$ cat src/rtl/pip_pkg.sv
`timescale 1ns / 1ps
// ----------------------------------------------------------------------------
// pip_pkg: shared types and constants for the point-in-polygon test
// Coordinate types, register map codes and the control structs that pass
// between the top level, the vertex cells and the edge unit.
// ----------------------------------------------------------------------------
package pip_pkg;

    localparam int DEF_MAX_VERTICES = 16;
    localparam int COORD_W          = 16;
    localparam int RAY_EXTENSION    = 5000;
    localparam int CNT_W            = 5;
    localparam int IDX_W            = 4;
    localparam int ADDR_W           = 5;
    localparam int DATA_W           = 32;

    typedef logic signed [COORD_W-1:0] t_coord;
    typedef logic signed [COORD_W:0]   t_ray_x;
    typedef logic [2:0]                t_reg_idx;

    localparam t_reg_idx REG_BOUND_LEFT   = 3'd0;
    localparam t_reg_idx REG_BOUND_TOP    = 3'd1;
    localparam t_reg_idx REG_BOUND_RIGHT  = 3'd2;
    localparam t_reg_idx REG_BOUND_BOTTOM = 3'd3;
    localparam t_reg_idx REG_VERTEX_COUNT = 3'd4;

    localparam logic ACTION_LOAD  = 1'b0;
    localparam logic ACTION_QUERY = 1'b1;

    typedef struct packed {
        logic load;
        logic shift;
    } t_cell_ctrl;

    typedef struct packed {
        logic clear;
        logic step;
    } t_edge_ctrl;

endpackage

$ cat src/rtl/pip_edge_unit.sv
`timescale 1ns / 1ps
// ----------------------------------------------------------------------------
// pip_edge_unit: ray/edge crossing test and parity accumulator
// Stage one forms the exact cross products for edge C->D against the ray
// P->R; stage two signs them and folds a crossing into the parity.
// ----------------------------------------------------------------------------
module pip_edge_unit (
    input  logic                i_clk,
    input  logic                i_rst_n,
    input  pip_pkg::t_edge_ctrl i_ctrl,
    input  pip_pkg::t_coord     i_px,
    input  pip_pkg::t_coord     i_py,
    input  pip_pkg::t_ray_x     i_rx,
    input  pip_pkg::t_coord     i_cx,
    input  pip_pkg::t_coord     i_cy,
    input  pip_pkg::t_coord     i_dx,
    input  pip_pkg::t_coord     i_dy,
    output logic                o_parity_next
);
    import pip_pkg::*;

    logic signed [16:0] w_dxc;
    logic signed [16:0] w_dyc;
    logic signed [16:0] w_pyc;
    logic signed [16:0] w_pxc;
    logic signed [17:0] w_rxc;
    logic signed [33:0] w_e;
    logic signed [33:0] w_f;
    logic signed [34:0] w_g;
    logic               w_s12;

    logic signed [33:0] r_e;
    logic signed [33:0] r_f;
    logic signed [34:0] r_g;
    logic               r_s12;
    logic               r_v;
    logic               r_parity;

    logic signed [35:0] w_d3;
    logic signed [35:0] w_d4;
    logic               w_cross;

    assign w_dxc = 17'(i_dx) - 17'(i_cx);
    assign w_dyc = 17'(i_dy) - 17'(i_cy);
    assign w_pyc = 17'(i_py) - 17'(i_cy);
    assign w_pxc = 17'(i_px) - 17'(i_cx);
    assign w_rxc = 18'(i_rx) - 18'(i_cx);

    assign w_e = 34'(w_dxc) * 34'(w_pyc);
    assign w_f = 34'(w_dyc) * 34'(w_pxc);
    assign w_g = 35'(w_dyc) * 35'(w_rxc);

    // ray runs to the right of P, so its own orientation test reduces to y
    assign w_s12 = (i_cy > i_py) != (i_dy > i_py);

    always_ff @(posedge i_clk) begin
        r_e   <= w_e;
        r_f   <= w_f;
        r_g   <= w_g;
        r_s12 <= w_s12;
    end

    assign w_d3    = 36'(r_e) - 36'(r_f);
    assign w_d4    = 36'(r_e) - 36'(r_g);
    assign w_cross = r_v && r_s12 && ((w_d3 > 36'sd0) != (w_d4 > 36'sd0));

    always_ff @(posedge i_clk) begin
        if (!i_rst_n) begin
            r_v      <= 1'b0;
            r_parity <= 1'b0;
        end else begin
            r_v <= i_ctrl.step;
            if (i_ctrl.clear) begin
                r_parity <= 1'b0;
            end else begin
                r_parity <= r_parity ^ w_cross;
            end
        end
    end

    assign o_parity_next = r_parity ^ w_cross;

endmodule

$ cat config.mk
export PLATFORM = sky130hd
export DESIGN_NAME = pip_edge_unit
export DESIGN_NICKNAME = d
export VERILOG_FILES = /design/src/rtl/pip_pkg.sv /design/src/rtl/pip_edge_unit.sv
export SDC_FILE = /design/constraint.sdc
export NUM_CORES = 2
export LEC_CHECK = 0
export BUFFER_PORTS_ARGS = -buffer_cell sky130_fd_sc_hd__buf_2
export CAP_MARGIN = 20
export CORE_ASPECT_RATIO = 1.1
export CORE_UTILIZATION = 55
export DETAILED_ROUTE_END_ITERATION = 8
export PLACE_DENSITY = 0.79
export SETUP_SLACK_MARGIN = 0.02
export SLEW_MARGIN = 30
export SYNTH_ARGS = -nofsm -noshare
export SYNTH_HDL_FRONTEND = slang
export SYNTH_SLANG_ARGS = --single-unit
$ cat constraint.sdc
create_clock -name i_clk -period 11.7 [get_ports i_clk]
set_input_delay 0 -clock i_clk [delete_from_list [all_inputs] [get_ports i_clk]]
set_output_delay 0 -clock i_clk [all_outputs]
set_load 0.005 [all_outputs]
==> impl_metrics.prom <==
# TYPE chip_impl_metric gauge
chip_impl_info{name="run_status",value="complete, no violations"} 1
chip_impl_metric{name="path_clk_slew",unit="ns"} 0.09
chip_impl_metric{name="postPlaceCellArea",unit="um^2"} 45600
chip_impl_metric{name="cts_num_sinks",unit=""} 106
chip_impl_metric{name="ys_seq_area_share",unit="%"} 4.88
chip_impl_metric{name="cts_buffers",unit=""} 9
chip_impl_info{name="layout.cells.most_common_list",value="1103 x sky130_fd_sc_hd__inv_1, 910 x sky130_fd_sc_hd__fa_1, 583 x sky130_fd_sc_hd__nand2_1"} 1
chip_impl_info{name="rsz0062_at_grt",value="no"} 1
chip_impl_metric{name="routed_vias_inst",unit=""} 5.76
chip_impl_metric{name="utilization",unit="%"} 59.0
chip_impl_metric{name="worst_pin_slew",unit="ns"} 1.13
chip_impl_metric{name="postSynthCellCount",unit=""} 5132
chip_impl_metric{name="area.growth.synth_to_final",unit="%"} 5.67
chip_impl_metric{name="floorplan.io_pins",unit=""} 118
chip_impl_metric{name="layout_worst_path_cycle_share",unit="%"} 84.8
chip_impl_metric{name="die_y",unit="um"} 297
chip_impl_metric{name="hpwlAfterDp",unit="mm"} 110
chip_impl_metric{name="grt_pass1_vias",unit=""} 37424
chip_impl_metric{name="drc_errors",unit=""} 0
chip_impl_metric{name="antenna_found_initial",unit=""} 11
chip_impl_metric{name="cts_buffer_depth",unit=""} 2
chip_impl_metric{name="num_vias",unit=""} 35890
chip_impl_metric{name="detail_route.first_pass.iterations",unit=""} 6
chip_impl_info{name="start_kind",value="input port"} 1
chip_impl_metric{name="final.setup.tns",unit="ns"} 0
chip_impl_metric{name="port_buffers",unit=""} 117
chip_impl_metric{name="effective_utilization_at_floorplan",unit="%"} 55.8
chip_impl_metric{name="global_route.usage.total",unit="%"} 33.6
chip_impl_metric{name="r2r_slack",unit="ns"} 5.83
chip_impl_metric{name="max_freq",unit="MHz"} 101
chip_impl_metric{name="max_transition_margin",unit="%"} 24.7
chip_impl_metric{name="crit_path_max_fanout",unit=""} 26
chip_impl_metric{name="post-route-cell-area",unit="um^2"} 46000
chip_impl_metric{name="synth-seq-cells",unit=""} 106
chip_impl_metric{name="setup_viol",unit=""} 0
chip_impl_metric{name="synth_nets",unit=""} 6582
chip_impl_metric{name="die_area",unit="um^2"} 80200
chip_impl_metric{name="synth-async-reset-ratio",unit="%"} 0
chip_impl_metric{name="grt_max_degree",unit=""} 36
chip_impl_info{name="timing.hold.worst.class",value="input port to flop"} 1
chip_impl_metric{name="antenna_violating_nets_post_route",unit=""} 0
chip_impl_metric{name="use_met2",unit="%"} 52.8
chip_impl_metric{name="gr-usage-met1",unit="%"} 41.6
chip_impl_metric{name="final-max-slew-violation-count",unit=""} 0
chip_impl_metric{name="placeable_core_region",unit="um^2"} 77900
chip_impl_metric{name="rows",unit=""} 107
chip_impl_metric{name="grt_pass1_wl",unit="mm"} 206
chip_impl_metric{name="max-cap-violations",unit=""} 0
chip_impl_metric{name="use_met3",unit="%"} 6.64
chip_impl_metric{name="die_x",unit="um"} 270
chip_impl_metric{name="routed_wire_length_per_instance",unit="um"} 21.0
chip_impl_metric{name="synth-edff-count",unit=""} 0
chip_impl_metric{name="number_of_synthesis_warnings",unit=""} 0
chip_impl_info{name="cts_tree",value="yes"} 1
chip_impl_info{name="mostFrequentLayoutCell",value="sky130_fd_sc_hd__inv_1"} 1
chip_impl_metric{name="final.min_clock_period",unit="ns"} 9.92
chip_impl_metric{name="postCtsSetupRepairBufs",unit=""} 0
chip_impl_metric{name="count_of_different_cell_masters_after_synthesis",unit=""} 82
chip_impl_info{name="critPathSlowestCell",value="sky130_fd_sc_hd__fa_1"} 1
chip_impl_metric{name="timing.critical_path.required",unit="ns"} 12.00
chip_impl_metric{name="h-tree-depth",unit=""} 3
chip_impl_info{name="critPathMostFrequentCell",value="sky130_fd_sc_hd__fa_1"} 1
chip_impl_metric{name="routed_wl",unit="mm"} 131
chip_impl_info{name="clk_root_buffer_cell",value="sky130_fd_sc_hd__clkbuf_16"} 1
chip_impl_metric{name="worst_clock_skew",unit="ns"} 0.0204
chip_impl_info{name="endpoint_kind",value="flop"} 1
chip_impl_metric{name="synth.avg_cell_area",unit="um^2"} 8.48
chip_impl_metric{name="drive_above_1_share",unit="%"} 6.09
chip_impl_metric{name="finish.net_count",unit=""} 6634
chip_impl_metric{name="hold_viol_final",unit=""} 0
chip_impl_info{name="crit_type",value="input port to flop"} 1
chip_impl_metric{name="crit_path_largest_cell_delay",unit="ns"} 0.51
chip_impl_metric{name="globalRoute.totalOverflow",unit=""} 0
chip_impl_info{name="layer_with_the_highest_usage_after_global_routing",value="met2"} 1
chip_impl_metric{name="critical_path_arrival",unit="ns"} 10.23
chip_impl_metric{name="gp_congestion",unit=""} 1.03
chip_impl_metric{name="clock_insertion_delay_worst_skew",unit="ns"} 0.41
chip_impl_info{name="synth_flop_cell",value="sky130_fd_sc_hd__dfxtp_1"} 1
chip_impl_metric{name="post_synth_instance_area",unit="um^2"} 43500
chip_impl_metric{name="drc_marker_count_from_the_first_detailed_route_iteration",unit=""} 2797
==> synthesized netlist by cell type (53+ instances only) <==
master / n / area share (%)
sky130_fd_sc_hd__a21o_1: 58 / 1.0
sky130_fd_sc_hd__a21oi_1: 169 / 1.9
sky130_fd_sc_hd__and2_1: 53 / 0.76
sky130_fd_sc_hd__clkbuf_1: 152 / 1.3
sky130_fd_sc_hd__dfxtp_1: 106 / 4.9
sky130_fd_sc_hd__fa_1: 910 / 42
sky130_fd_sc_hd__ha_1: 423 / 12
sky130_fd_sc_hd__inv_1: 1103 / 9.5
sky130_fd_sc_hd__nand2_1: 583 / 5.0
sky130_fd_sc_hd__nand2b_1: 61 / 0.88
sky130_fd_sc_hd__nor2_1: 528 / 4.6
sky130_fd_sc_hd__nor2b_1: 55 / 0.79
sky130_fd_sc_hd__nor3_1: 69 / 0.79
sky130_fd_sc_hd__o21ai_0: 138 / 1.6
sky130_fd_sc_hd__xnor2_1: 152 / 3.1
==> state kept, by name (all words and copies together) (netlist names) <==
register,cells
r_g,35
r_parity,1
r_e,34
r_s12,1
r_v,1
r_f,34
==> kinds of logic (layout without fill, tap and decap cells) <==
kind of cell,Yosys count,in the layout,share of synthesized area [%]
other,0,2,0
xor gates and xnor gates,199,199,4.01
muxes,22,22,0.552
and+or+nand+nor,1560,1560,15.9
DFF,106,106,4.88
adders and majority gates,1333,1333,54.0
AOI/OAI and AO/OA,643,643,9.63
buffers and inverters,1269,1326,11.0
==> path summary, 6_finish.rpt <==
| kind | from | endpoint | depth (start not counted) |
|---|---|---|---|
| setup / recovery | i_dy[0] | r_g[34]$_DFF_P_ | 38 |
| hold / removal | i_cx[0] | r_g[0]$_DFF_P_ | 4 |
| setup reg to reg | r_e[24]$_DFF_P_ | r_parity$_SDFF_PP0_ | 15 |
| hold reg to reg | r_v$_SDFF_PN0_ | r_parity$_SDFF_PP0_ | 5 |
==> per-stage QoR <==
stage / hold slack (ns) / setup slack (ns) / cells
2_1_floorplan: 0.122 / 2.75 / 5132
3_3_place_gp: 0.234 / 1.56 / 6204
3_5_place_dp: 0.230 / 1.43 / 6204
4_1_cts: 0.228 / 1.85 / 6224
5_1_grt: 0.258 / 1.22 / 6226
6_report: 0.257 / 1.78 / 6226
==> worst max-delay path: cells and delay by family <==
kind	cells	cell delay (ns)
adder cells (fa/ha/maj)	9	3.91
XOR/XNOR	1	0.11
buffers and inverters	6	0.69
AO/OA/AOI/OAI	17	4.54
AND/OR/NAND/NOR	5	0.95
==> what timing repair did <==
action                    4_1_cts  5_1_grt
hold endpoints to repair        2        0
hold buffers                    4        0
gates resized for setup         0        0
==> per-layer routing <==
| layer | vias up | wire length, um |
|---|---|---|
| met4 | 6 | 10900 |
| met1 | 17796 | 48800 |
| met5 | - | 50 |
| met2 | 1702 | 58900 |
| met3 | 422 | 12200 |
| li1 | 15964 | - |
==> final cells by class <==
cell class | count | area, um^2
well taps | 1035 | 1290
flip-flops and latches | 106 | 2120
clock inverters | 7 | 51.3
inverters | 1105 | 4150
clock buffers | 9 | 225
fillers | 6853 | 32000
repair buffers | 205 | 1260
multi-input cells | 3757 | 36900
diodes | 2 | 5.00
Power is not shown: default switching activity piles up to over one toggle a cycle in this logic, so the estimate is an artifact.
